--- config.mk ---
export PLATFORM = sky130hd
export DESIGN_NAME = dlps_ctrl
export DESIGN_NICKNAME = d
export VERILOG_FILES = /design/src/rtl/dlps_pkg.sv /design/src/rtl/dlps_ctrl.sv
export SDC_FILE = /design/constraint.sdc
export NUM_CORES = 1
export LEC_CHECK = 0
export ABC_AREA = 1
export BUFFER_PORTS_ARGS = -buffer_cell sky130_fd_sc_hd__buf_2
export CORE_AREA = 2 2 39 41
export CTS_BUF_LIST = sky130_fd_sc_hd__clkbuf_4 sky130_fd_sc_hd__clkbuf_8
export DETAILED_ROUTE_END_ITERATION = 12
export DIE_AREA = 0 0 41 43
export GPL_TIMING_DRIVEN = 0
export PLACE_DENSITY_LB_ADDON = 0.25
export SLEW_MARGIN = 20
export SYNTH_ARGS = -nofsm -noshare
export SYNTH_HDL_FRONTEND = slang
export SYNTH_SLANG_ARGS = --single-unit
--- constraint.sdc ---
create_clock -name clk -period 1.3 [get_ports clk]
set_input_delay 0.13 -clock clk [delete_from_list [all_inputs] [get_ports clk]]
set_output_delay 0.13 -clock clk [all_outputs]
set_load 0.03 [all_outputs]
--- src/rtl/dlps_pkg.sv ---
package dlps_pkg;

  localparam int CFG_IDX_W  = 3;
  localparam int CFG_DATA_W = 30;

  localparam logic [CFG_IDX_W-1:0] CFG_POOL_SIZE     = 3'd0;
  localparam logic [CFG_IDX_W-1:0] CFG_DEFAULT_LEASE = 3'd1;
  localparam logic [CFG_IDX_W-1:0] CFG_MAX_LEASE     = 3'd2;
  localparam logic [CFG_IDX_W-1:0] CFG_MIN_LEASE     = 3'd3;
  localparam logic [CFG_IDX_W-1:0] CFG_SERVER_ID     = 3'd4;

  localparam logic [1:0] KIND_DIS = 2'd0;
  localparam logic [1:0] KIND_REQ = 2'd1;

  localparam logic [1:0] REPLY_OFR = 2'd0;
  localparam logic [1:0] REPLY_NAK = 2'd1;
  localparam logic [1:0] REPLY_ACK = 2'd2;

  localparam logic [1:0] ST_FREE = 2'd0;
  localparam logic [1:0] ST_PEND = 2'd1;
  localparam logic [1:0] ST_OCC  = 2'd2;
  localparam logic [1:0] ST_EXP  = 2'd3;

  localparam logic [10:0] POOL_SIZE_RST = 11'd1024;

  typedef struct packed {
    logic [1:0]  status;
    logic [30:0] lease_end;
    logic [15:0] owner;
    logic        owned;
  } entry_t;

  typedef struct packed {
    logic load;
    logic clr_wr;
    logic scan_init;
    logic scan_run;
    logic commit;
  } cmd_t;

  typedef struct packed {
    logic clr_done;
    logic act;
    logic scan_done;
    logic out_busy;
  } sts_t;

endpackage

--- src/rtl/dlps_ctrl.sv ---
module dlps_ctrl (
  input  logic          clk,
  input  logic          rst_n,
  input  logic          in_valid,
  output logic          in_ready,
  input  dlps_pkg::sts_t sts,
  output dlps_pkg::cmd_t cmd
);
  import dlps_pkg::*;

  typedef enum logic [2:0] {
    S_CLEAR, S_IDLE, S_LEASE1, S_LEASE2, S_SCAN, S_COMMIT
  } state_t;

  state_t state_r, state_nxt;

  always_comb begin
    state_nxt = state_r;
    cmd       = '0;
    in_ready  = 1'b0;
    case (state_r)
      S_CLEAR: begin
        cmd.clr_wr = 1'b1;
        if (sts.clr_done) state_nxt = S_IDLE;
      end
      S_IDLE: begin
        in_ready = 1'b1;
        cmd.load = in_valid;
        if (in_valid) state_nxt = S_LEASE1;
      end
      S_LEASE1: begin
        cmd.scan_init = 1'b1;
        state_nxt = sts.act ? S_LEASE2 : S_IDLE;
      end
      S_LEASE2: state_nxt = S_SCAN;
      S_SCAN: begin
        cmd.scan_run = 1'b1;
        if (sts.scan_done) state_nxt = S_COMMIT;
      end
      S_COMMIT: begin
        if (!sts.out_busy) begin
          cmd.commit = 1'b1;
          state_nxt  = S_IDLE;
        end
      end
      default: state_nxt = S_IDLE;
    endcase
  end

  always_ff @(posedge clk) begin
    if (!rst_n) state_r <= S_CLEAR;
    else        state_r <= state_nxt;
  end

endmodule

== Word level (Yosys, flattened, before mapping) ==
Cells that the tools add are included.
Widths: inputs -> output; s select.

* Flip-flop bits (word level): 3
* Bits of input ports: 7
* Logic and storage cells: 25

* Equal/unequal tests: 9
* Multiplexer cells: 13
* Reduce and logical (&&, ||, !) cells: 2

{| class="wikitable"
|+ Operators by type and width
! kind !! count
|-
| $pmux 3 s6 || 1
|-
| $mux 3 || 4
|-
| $ne 2x2->1 const B || 4
|-
| $mux 1 || 7
|-
| $eq 3x2->1 const B || 2
|-
| $eq 3x3->1 const B || 2
|-
| $reduce_and 4->1 || 1
|-
| $eq 3x1->1 const B || 1
|-
| $logic_not 3->1 || 1
|-
| $mux 2 || 1
|}

== Longest topological paths before layout ==
Gate-level depths: netlist of the first run.

* Word-level depth: 3
* Depth in mapped cells: 7
* Gate-level depth less buffers: 7

== Least setup slack after synthesis of the first run ==
Ideal clock, no wire load.

* Kind: reg-to-reg
* Start: register state_r[2]
* End: register state_r[1]
* Library setup time: 0.073 ns
* Data arrival time: 1.206 ns
* Data required time: 1.227 ns
* Setup slack: 0.021 ns
* Stages on the path, launching flop included: 6
* Period minus slack after synthesis: 1.279 ns
* Cell sequence: dfxtp_1 -> inv_2 -> nand2_1 -> nor2_1 -> a21oi_1 -> nor3_2

* Longest elaborated chain between the ends: 3

{| class="wikitable"
|+ Ends and longest elaborated chain
! item !! line !! source
|-
| start, declared || dlps_ctrl.sv:15 || <nowiki>state_t state_r, state_nxt;</nowiki>
|-
| start signal, assigned || dlps_ctrl.sv:52 || <nowiki>else state_r <= state_nxt;</nowiki>
|-
| $eq 3x3->1, or another cell as far along || dlps_ctrl.sv:21 || <nowiki>case (state_r)</nowiki>
|-
| $ne 2x2->1 (no line) || - ||
|-
| $reduce_and 4->1 (no line) || - ||
|}

Parallel ways exist; a longest one is shown, timed or not.
A chain may end at the register's enable or synchronous reset.

==> impl_metrics.tcl, run 1 <==
set metrics [dict create \
    run_status "finished, final reports clean" \
    synthArstFlopShare_pct 0 \
    grt.total_usage_pct 8.124 \
    hpwl_um 431.3 \
    largest_register_ffs 3 \
    clkSinkCount 3 \
    drtPass1Iterations 2 \
    maxClockFrequency_ghz 0.8481 \
    postSynthAreaPerCell_um2 5.571 \
    synth_largest_type_area_fraction_pct 25.67 \
    maximum_vdd_drop_mv 0.6258 \
    die-area_um2 1763 \
    seq_area_frac_synth_pct 25.67 \
    worst_path_max_delay_cell "sky130_fd_sc_hd__dfxtp_2" \
    kind_of_capture_point_of_the_worst_setup_path "primary output" \
    height_of_the_die_um 43 \
    crit_chain "nor2_2 > nand2_1 > inv_1 > buf_2" \
    final_min_period_over_clock_period_pct 90.70 \
    largest_registers "state_r (3)" \
    port_buffers 12 \
    post_drt_wl_per_cell_um 7.216 \
    power_leakage_nw 0.2127 \
    finished_cell_area_um2 352.8 \
    power_per_cell_area_nw_per_um2 2439 \
    placed_cells_incl_taps 70 \
    clk-insertion-delay-late_ps 240 \
    post-route-worst-setup-slack_ps 120.9 \
    std_cell_rows 14 \
    cell_taking_the_most_area_after_synthesis "sky130_fd_sc_hd__dfxtp_1" \
    tritoncts "done" \
    postSynthNetCount 49 \
    cts_htree_levels 1 \
    timing.hold.ws_ps 131.4 \
    required_ps 1170 \
    syn_inst 42 \
    timing.final.max_slew_violations 0 \
    gp_routability_congestion 0.6835 \
    diodes 0 \
    postSynth.topFlopCell "sky130_fd_sc_hd__dfxtp_1" \
    drt-initial-drc-count 3 \
    finClkSkew_ps 1.346 \
    final.setup.tns_ps 0 \
    worst-slew-pin-transition_ps 186.6 \
    final_net_count 66 \
    hold_viol 0 \
    synth_common_cells "9 x sky130_fd_sc_hd__inv_1, 9 x sky130_fd_sc_hd__nor2_1, 7 x sky130_fd_sc_hd__nand2_1, 5 x sky130_fd_sc_hd__nand3_1, 3 x sky130_fd_sc_hd__dfxtp_1" \
    netlist_top_cells_area "sky130_fd_sc_hd__dfxtp_1 26%, sky130_fd_sc_hd__inv_1 14%, sky130_fd_sc_hd__nor2_1 14%" \
    cp-start-kind "register" \
    cp.arrival_ps 1050 \
    type_of_the_most_critical_hold_path "in -> reg" \
    clock_tree.buffer_depth 2 \
    synth_area_um2 234.0 \
    grt_overflow_total 0 \
    viasPerCell 3.865 \
    initial_utilization_pct 16.91 \
    clkSlewWorstSetupHoldPaths_ps 40 \
    drt_drc_violations_left 0 \
    grt_first_pass_wirelength_um 890 \
    area.growth.synth_to_final_pct 50.80 \
    grt_pass1_vias 236 \
    cts-root-buf "sky130_fd_sc_hd__clkbuf_4" \
    worst-path-buf-inv 2 \
    max-cap-violations 0 \
    routed-via-count 286 \
    ant_nets 0 \
    postSynthRegisterBits 3 \
    num_io_pins 13 \
    ys_warn_count 0 \
    number_of_enable_type_register_cells_in_the_synthesized_netlist 0 \
    post_dp_cell_area_um2 314.1 \
    routed_wl_um 534 \
    max_stage_delay_ps 350 \
    antenna_violations_before_repair 0 \
    synth.lib_cells_used.distinct 12 \
    post_cts_buffers 0 \
    period_minus_slack_ps 1179 \
    setup_viol 0 \
    crit_path_class "reg -> out" \
    largest_register "state_r" \
    cell_family_with_the_largest_share_of_critical_path_delay "flip-flops" \
    layoutNonFillerInstCount 74 \
    maxSlewHeadroom_pct 87.56 \
    grt_setup_unrepaired "false" \
    pin_count_of_the_biggest_net_entering_global_routing 8 \
    core-area_um2 1384 \
    drive_gt1_share_pct 44.83 \
    fp.dieW_um 41 \
    worst-path-max-fanout 7 \
    placement.setup.worst_slack_ps 176.5 \
    number_of_buffers_created_by_cts 3 \
    n_fill_cell 173 \
]
==> worst paths after layout <==
kind / cells after the start / to / start / slack [ps]
max: 4 / cmd[1] / state_r[0] / 120
max reg2reg: 7 / state_r[0] / state_r[1] / 250
min: 3 / state_r[2] / rst_n / 130
min reg2reg: 2 / state_r[2] / state_r[2] / 540
==> cells in the final DEF (no fill, tap or decap) <==
cell type,count
sky130_fd_sc_hd__nor2_1,8
sky130_fd_sc_hd__clkbuf_4,4
sky130_fd_sc_hd__nand2_1,7
sky130_fd_sc_hd__nor2_2,2
sky130_fd_sc_hd__nor3_1,1
sky130_fd_sc_hd__dfxtp_2,3
sky130_fd_sc_hd__inv_1,9
sky130_fd_sc_hd__nand2_2,1
sky130_fd_sc_hd__inv_2,2
sky130_fd_sc_hd__nand3_2,1
sky130_fd_sc_hd__nor3_2,1
sky130_fd_sc_hd__buf_4,1
sky130_fd_sc_hd__buf_2,11
sky130_fd_sc_hd__a21oi_1,2
sky130_fd_sc_hd__nand3_1,5
==> area by class of cell <==
cell class | count | area, µm² | area share [%]
multi-input cells | 28 | 135.1 | 38.30
clock buffers | 4 | 30.03 | 8.511
inverters | 11 | 41.29 | 11.70
well taps | 16 | 20.02 | 5.674
repair buffers | 12 | 62.56 | 17.73
flip-flops and latches | 3 | 63.81 | 18.09
==> per-layer routing <==
layer  routed length, µm  track usage [%]  vias up
met1                 226            8.333      115
met4                   0            4.000        0
met3                  84            7.853        0
li1                    -                -      157
met2                 223            10.63       14
met5                   0                0        -
==> cells by family after synthesis <==
logic type / synth area share, %
AOI/OAI and AO/OA: 4.278
buffers and inverters: 17.65
DFF: 25.67
and+or+nand+nor: 52.41
==> report_power, final <==
group	switching (W)	internal, W
combinational	0.000323	0.000159
clock	0.0000506	0.000136
sequential	0.0000580	0.000134
==> timing repair <==
action	in CTS	in global routing
gates resized for setup	0	6
hold buffers	0	0
endpoints found under the setup margin	0	5
==> through the flow <==
| step | total power [W] | util [%] |
|---|---|---|
| 2_1_floorplan | 0.0005461 | - |
| 3_3_place_gp | 0.0006612 | 22.69 |
| 3_5_place_dp | 0.0006626 | 22.69 |
| 4_1_cts | 0.0008565 | 24.86 |
| 5_1_grt | 0.0009547 | 25.50 |
| 6_report | 0.0008605 | 25.50 |
==> worst reg2reg max path: stages, from the launching register on <==
cell and delay, ps:
sky130_fd_sc_hd__dfxtp_2 360, sky130_fd_sc_hd__inv_1 70, sky130_fd_sc_hd__nand3_1 90, sky130_fd_sc_hd__nor2_1 50, sky130_fd_sc_hd__nor2_2 160, sky130_fd_sc_hd__nand2_2 80
sky130_fd_sc_hd__nor2_1 100, sky130_fd_sc_hd__nor2_1 40
Note: power is estimated with default switching activity, not from simulation.
==> run 2: changes to the inputs <==
Clock period 1.3 ns to 1.5 ns, I/O delays scaled along.
==> run 2 against run 1 <==
Effect of this change:
- utilization decreased by 0.63 points
- register-to-register slack improved by 140 ps
- final cell count unchanged
==> impl_metrics.tcl, run 2 (same netlist as run 1, synthesis figures left out) <==
set metrics [dict create \
    run_status "finished, final reports clean" \
    std_cell_rows 14 \
    initial_utilization_pct 16.91 \
    cts_repair_resize_count 0 \
    drive_gt1_share_pct 37.93 \
    period_minus_slack_ps 1284 \
    number_of_buffers_created_by_cts 3 \
    fp.dieW_um 41 \
    diodes 0 \
    max-cap-violations 0 \
    ant_nets 0 \
    antenna_violations_before_repair 0 \
    power_leakage_nw 0.2113 \
    power_per_cell_area_nw_per_um2 2114 \
    clk-insertion-delay-late_ps 240 \
    gp_routability_congestion 0.6835 \
    n_fill_cell 170 \
    maximum_vdd_drop_mv 0.5381 \
    area.growth.synth_to_final_pct 47.06 \
    most-common-layout-cells "12 x sky130_fd_sc_hd__buf_2, 9 x sky130_fd_sc_hd__nor2_1, 9 x sky130_fd_sc_hd__inv_1" \
    cell_family_with_the_largest_share_of_critical_path_delay "flip-flops" \
    type_of_the_most_critical_hold_path "in -> reg" \
    final_min_period_over_clock_period_pct 85.58 \
    largest_registers "state_r (3)" \
    port_buffers 12 \
    final.setup.tns_ps 0 \
    maxClockFrequency_ghz 0.7790 \
    grt.total_usage_pct 8.124 \
    num_io_pins 13 \
    required_ps 1350 \
    worst-path-buf-inv 2 \
    drt-initial-drc-count 3 \
    cts_htree_levels 1 \
    timing.final.max_slew_violations 0 \
    final_common_cell "sky130_fd_sc_hd__buf_2" \
    grt_pass1_vias 236 \
    tritoncts "done" \
    clock_tree.buffer_depth 2 \
    core-area_um2 1384 \
    kind_of_capture_point_of_the_worst_setup_path "primary output" \
    crit_path_class "reg -> out" \
    max_stage_delay_ps 370 \
    reg2regPathDepth 7 \
    viasPerCell 3.797 \
    pin_count_of_the_biggest_net_entering_global_routing 8 \
    worst-slew-pin-transition_ps 256.3 \
    cp.arrival_ps 1130 \
    clkSlewWorstSetupHoldPaths_ps 40 \
    setup_viol 0 \
    post_cts_buffers 0 \
    grt_setup_unrepaired "false" \
    worst_path_max_delay_cell "sky130_fd_sc_hd__dfxtp_1" \
    die-area_um2 1763 \
    hold-path-cell-count 3 \
    path_depth 4 \
    largest_register "state_r" \
    grt_overflow_total 0 \
    post_drt_wl_per_cell_um 7.095 \
    crit_chain "nor2_1 > nand2_1 > inv_1 > buf_2" \
    clkSinkCount 3 \
    routed_wl_um 525 \
    final_net_count 66 \
    drtPass1Iterations 2 \
    worst-path-max-fanout 7 \
    maxSlewHeadroom_pct 82.89 \
    height_of_the_die_um 43 \
    hpwl_um 431.3 \
    finClkSkew_ps 1.464 \
    drt_drc_violations_left 0 \
    grt_first_pass_wirelength_um 890 \
    cts-root-buf "sky130_fd_sc_hd__clkbuf_4" \
    hold_viol 0 \
    total_power_w 0.0007275 \
    routed-via-count 281 \
    largest_register_ffs 3 \
    cts_hold_repair.buffers 0 \
    cp-start-kind "register" \
]
[run 2: cell counts in the layout (fill, tap and decap cells not counted)]
Identical to the previous run, type by type.
[run 2: worst register-to-register path: stages (launching register included)]
cell	delay [ps]
sky130_fd_sc_hd__dfxtp_1	420
sky130_fd_sc_hd__inv_2	90
sky130_fd_sc_hd__nand3_2	100
sky130_fd_sc_hd__nor2_1	50
sky130_fd_sc_hd__nor2_2	130
sky130_fd_sc_hd__nand2_2	70
sky130_fd_sc_hd__nor2_1	100
sky130_fd_sc_hd__nor2_1	40
[run 2: power breakdown]
part,total (W),switching (W),internal [W]
sequential,0.000157,0.0000475,0.000109
clock,0.000161,0.0000434,0.000118
combinational,0.000409,0.000278,0.000132
[run 2: through the flow]
stage          hold WS, ps  worst slack (ps)  instance area [µm²]  instances  utilization (%)
2_1_floorplan        270.7             220.8                234.0         42                -
3_3_place_gp         407.8             370.3                314.1         70            22.69
3_5_place_dp         408.2             376.5                314.1         70            22.69
4_1_cts              155.2             202.3                344.1         74            24.86
5_1_grt              163.2             91.76                344.1         74            24.86
6_report             159.2             216.3                344.1         74            24.86
[run 2: final cells by class]
class                      instances  area, µm²  area share [%]
clock buffer                       4      30.03           8.727
inverter                          11      41.29           12.00
multi-input combinational         28      132.6           38.55
sequential                         3      60.06           17.45
tap                               16      20.02           5.818
timing repair buffer              12      60.06           17.45
[run 2: metal layers]
metal  up-vias  global-route usage, %  part of all wire [%]
met5         -                      0                     0
met4         0                  4.000                     0
met3         0                  7.853                    15
met2        12                  10.63                    40
met1       113                  8.333                    44
li1        156                      -                     -
[run 2: final timing paths]
check | from | end | slack [ps]
worst max-delay path | state_r[0] | cmd[1] | 220
worst min-delay path | rst_n | state_r[2] | 160
worst max register to register | state_r[2] | state_r[0] | 390
worst min register to register | state_r[2] | state_r[2] | 580
==> run 3: changes to the inputs <==
Settings changed: ABC_AREA 1 to default, MAX_ROUTING_LAYER from default to met4.
==> run 3 against run 2 <==
Effect of this change:
- first-iteration DRC count fell by 33%
- routed wire length fell by 5.3%
- total power fell by 55%
- clock skew rose by 1.2 ps
- fmax fell by 5.5%
- count of clock-buffer cells in the layout did not move
- non-clock buffer count rose by 2
- clock power barely moved
- largest power group is now clock
- highest routed layer unchanged
==> impl_metrics.tcl, run 3 <==
set metrics [dict create \
    run_status "finished, final reports clean" \
    cp-start-kind "register" \
    cp.arrival_ps 1210 \
    maximum_vdd_drop_mv 0.2605 \
    grt_overflow_total 0 \
    initial_utilization_pct 14.20 \
    cts_htree_levels 1 \
    syn_inst 24 \
    seq_area_frac_synth_pct 30.57 \
    netlist_top_cells_area "sky130_fd_sc_hd__dfxtp_1 31%, sky130_fd_sc_hd__nor3_1 10%, sky130_fd_sc_hd__mux2_4 7.6%" \
    post-synth-top-count-cell "sky130_fd_sc_hd__nor3_1" \
    required_ps 1350 \
    n_fill_cell 164 \
    maxClockFrequency_ghz 0.7363 \
    period_minus_slack_ps 1358 \
    timing.reg2reg.setup_slack_ps 350 \
    final_common_cell "sky130_fd_sc_hd__buf_2" \
    final_net_count 48 \
    core-area_um2 1384 \
    crit_path_class "reg -> out" \
    clkSlewWorstSetupHoldPaths_ps 40 \
    routed-via-count 214 \
    post_cts_buffers 0 \
    viasPerCell 3.821 \
    synth_largest_type_area_fraction_pct 30.57 \
    hpwl_um 376.1 \
    gp_routability_congestion 0.6585 \
    finClkSkew_ps 2.635 \
    cell_taking_the_most_area_after_synthesis "sky130_fd_sc_hd__dfxtp_1" \
    antenna_violations_before_repair 0 \
    power_leakage_nw 0.1612 \
    height_of_the_die_um 43 \
    synth.lib_cells_used.distinct 15 \
    type_of_the_most_critical_hold_path "in -> reg" \
    synth_area_um2 196.4 \
    postSynthRegisterBits 3 \
    fp.dieW_um 41 \
    power_per_cell_area_nw_per_um2 1060 \
    routed_wl_um 497 \
    pin_count_of_the_biggest_net_entering_global_routing 10 \
    drtPass1Iterations 2 \
    cts-root-buf "sky130_fd_sc_hd__clkbuf_4" \
    drt-initial-drc-count 2 \
    postSynth.topFlopCell "sky130_fd_sc_hd__dfxtp_1" \
    finished_cell_area_um2 306.5 \
    clkSinkCount 3 \
    most-common-layout-cells "14 x sky130_fd_sc_hd__buf_2, 4 x sky130_fd_sc_hd__nor3_1, 4 x sky130_fd_sc_hd__clkbuf_4" \
    diodes 0 \
    ys_warn_count 0 \
    kind_of_capture_point_of_the_worst_setup_path "primary output" \
    grt_pass1_vias 206 \
    area.growth.synth_to_final_pct 56.05 \
    postSynthNetCount 31 \
    die-area_um2 1763 \
    drive_gt1_share_pct 50.00 \
    largest_register "state_r" \
    drt_drc_violations_left 0 \
    postSynthAreaPerCell_um2 8.185 \
    largest_register_ffs 3 \
    port_buffers 12 \
    max-cap-violations 0 \
    cts_repair_resize_count 0 \
    std_cell_rows 14 \
    setup_viol 0 \
    worst-path-max-fanout 6 \
    post_drt_wl_per_cell_um 8.875 \
    worst-slew-pin-transition_ps 225.3 \
    ant_nets 0 \
    grt.total_usage_pct 7.503 \
    synthArstFlopShare_pct 0 \
    grt_first_pass_wirelength_um 834 \
    clk-insertion-delay-late_ps 230 \
    hold_viol 0 \
    final.setup.tns_ps 0 \
    timing.final.max_slew_violations 0 \
    tritoncts "done" \
    clock_tree.buffer_depth 2 \
    number_of_buffers_created_by_cts 3 \
    number_of_enable_type_register_cells_in_the_synthesized_netlist 0 \
    cts_hold_repair.buffers 0 \
    grt_setup_unrepaired "false" \
    post_dp_cell_area_um2 276.5 \
    synth_common_cells "4 x sky130_fd_sc_hd__nor3_1, 3 x sky130_fd_sc_hd__dfxtp_1, 3 x sky130_fd_sc_hd__inv_1, 2 x sky130_fd_sc_hd__and3_1, 2 x sky130_fd_sc_hd__buf_2" \
    largest_registers "state_r (3)" \
    num_io_pins 13 \
    final_min_period_over_clock_period_pct 90.54 \
    maxSlewHeadroom_pct 84.96 \
]
run 3: changes by cell type after synthesis, sizes merged, moves of 2 or more:
cell	previous run	this run
inv	11	3
a21oi	2	0
nand3	6	0
nor2	10	1
nand2	8	1
and3	0	2
buf	0	2
nor3	2	4
run 3: power breakdown:
| part | internal (W) | switching (W) | total (W) |
|---|---|---|---|
| Combinational | 0.0000309 | 0.0000496 | 0.0000805 |
| Clock | 0.000118 | 0.0000400 | 0.000158 |
| Sequential | 0.0000851 | 0.00000174 | 0.0000868 |
run 3: worst paths after layout:
| kind | from | end | cells past startpoint |
|---|---|---|---|
| setup / recovery | state_r[2] | cmd[0] | 3 |
| hold / removal | rst_n | state_r[2] | 2 |
| hold reg to reg | state_r[1] | state_r[0] | 2 |
| setup reg to reg | state_r[2] | state_r[0] | 2 |
run 3: per-layer routing:
layer  share of wire [%]  GRT usage (%)  vias to the layer above
li1                    -              -                      119
met1                  52          10.58                       82
met2                  37          7.813                       13
met3                  11          3.141                        0
met4                   0          6.000                        0
met5                   0              -                        -
run 3: cell families (layout without fill, tap and decap cells):
| group | Yosys count | in the layout | synth area share, % |
|---|---|---|---|
| muxes | 1 | 1 | 7.641 |
| AOI/OAI and AO/OA | 5 | 5 | 19.75 |
| buffers and inverters | 5 | 21 | 10.83 |
| DFF | 3 | 3 | 30.57 |
| and+or+nand+nor | 10 | 10 | 31.21 |
run 3: cell type report:
cell class                      instances  area, µm²  area share, %
Clock buffer                            4      30.03          9.796
Multi-Input combinational cell         16      115.1          37.55
Tap cell                               16      20.02          6.531
Buffer                                  2      10.01          3.265
Inverter                                3      11.26          3.673
Timing Repair Buffer                   12      60.06          19.59
Sequential cell                         3      60.06          19.59
run 3: per-stage QoR:
stage / utilization, % / power (W) / hold WS [ps] / setup WS (ps) / instances
after floorplan: - / 0.0001446 / 267.5 / 127.6 / 24
after global placement: 19.98 / 0.0001698 / 409.2 / 346.7 / 52
final: 22.15 / 0.0003249 / 167.9 / 141.9 / 56
after global routing: 22.15 / 0.0003491 / 171.6 / 31.06 / 56
after CTS: 22.15 / 0.0003336 / 159.1 / 113.8 / 56
after detailed placement: 19.98 / 0.0001686 / 406.9 / 351.8 / 52
run 3: critical path, cell delays in order, from the launching register on:
cell and delay [ps]:
sky130_fd_sc_hd__dfxtp_1 430, sky130_fd_sc_hd__inv_1 140, sky130_fd_sc_hd__nor3_1 190, sky130_fd_sc_hd__buf_2 220
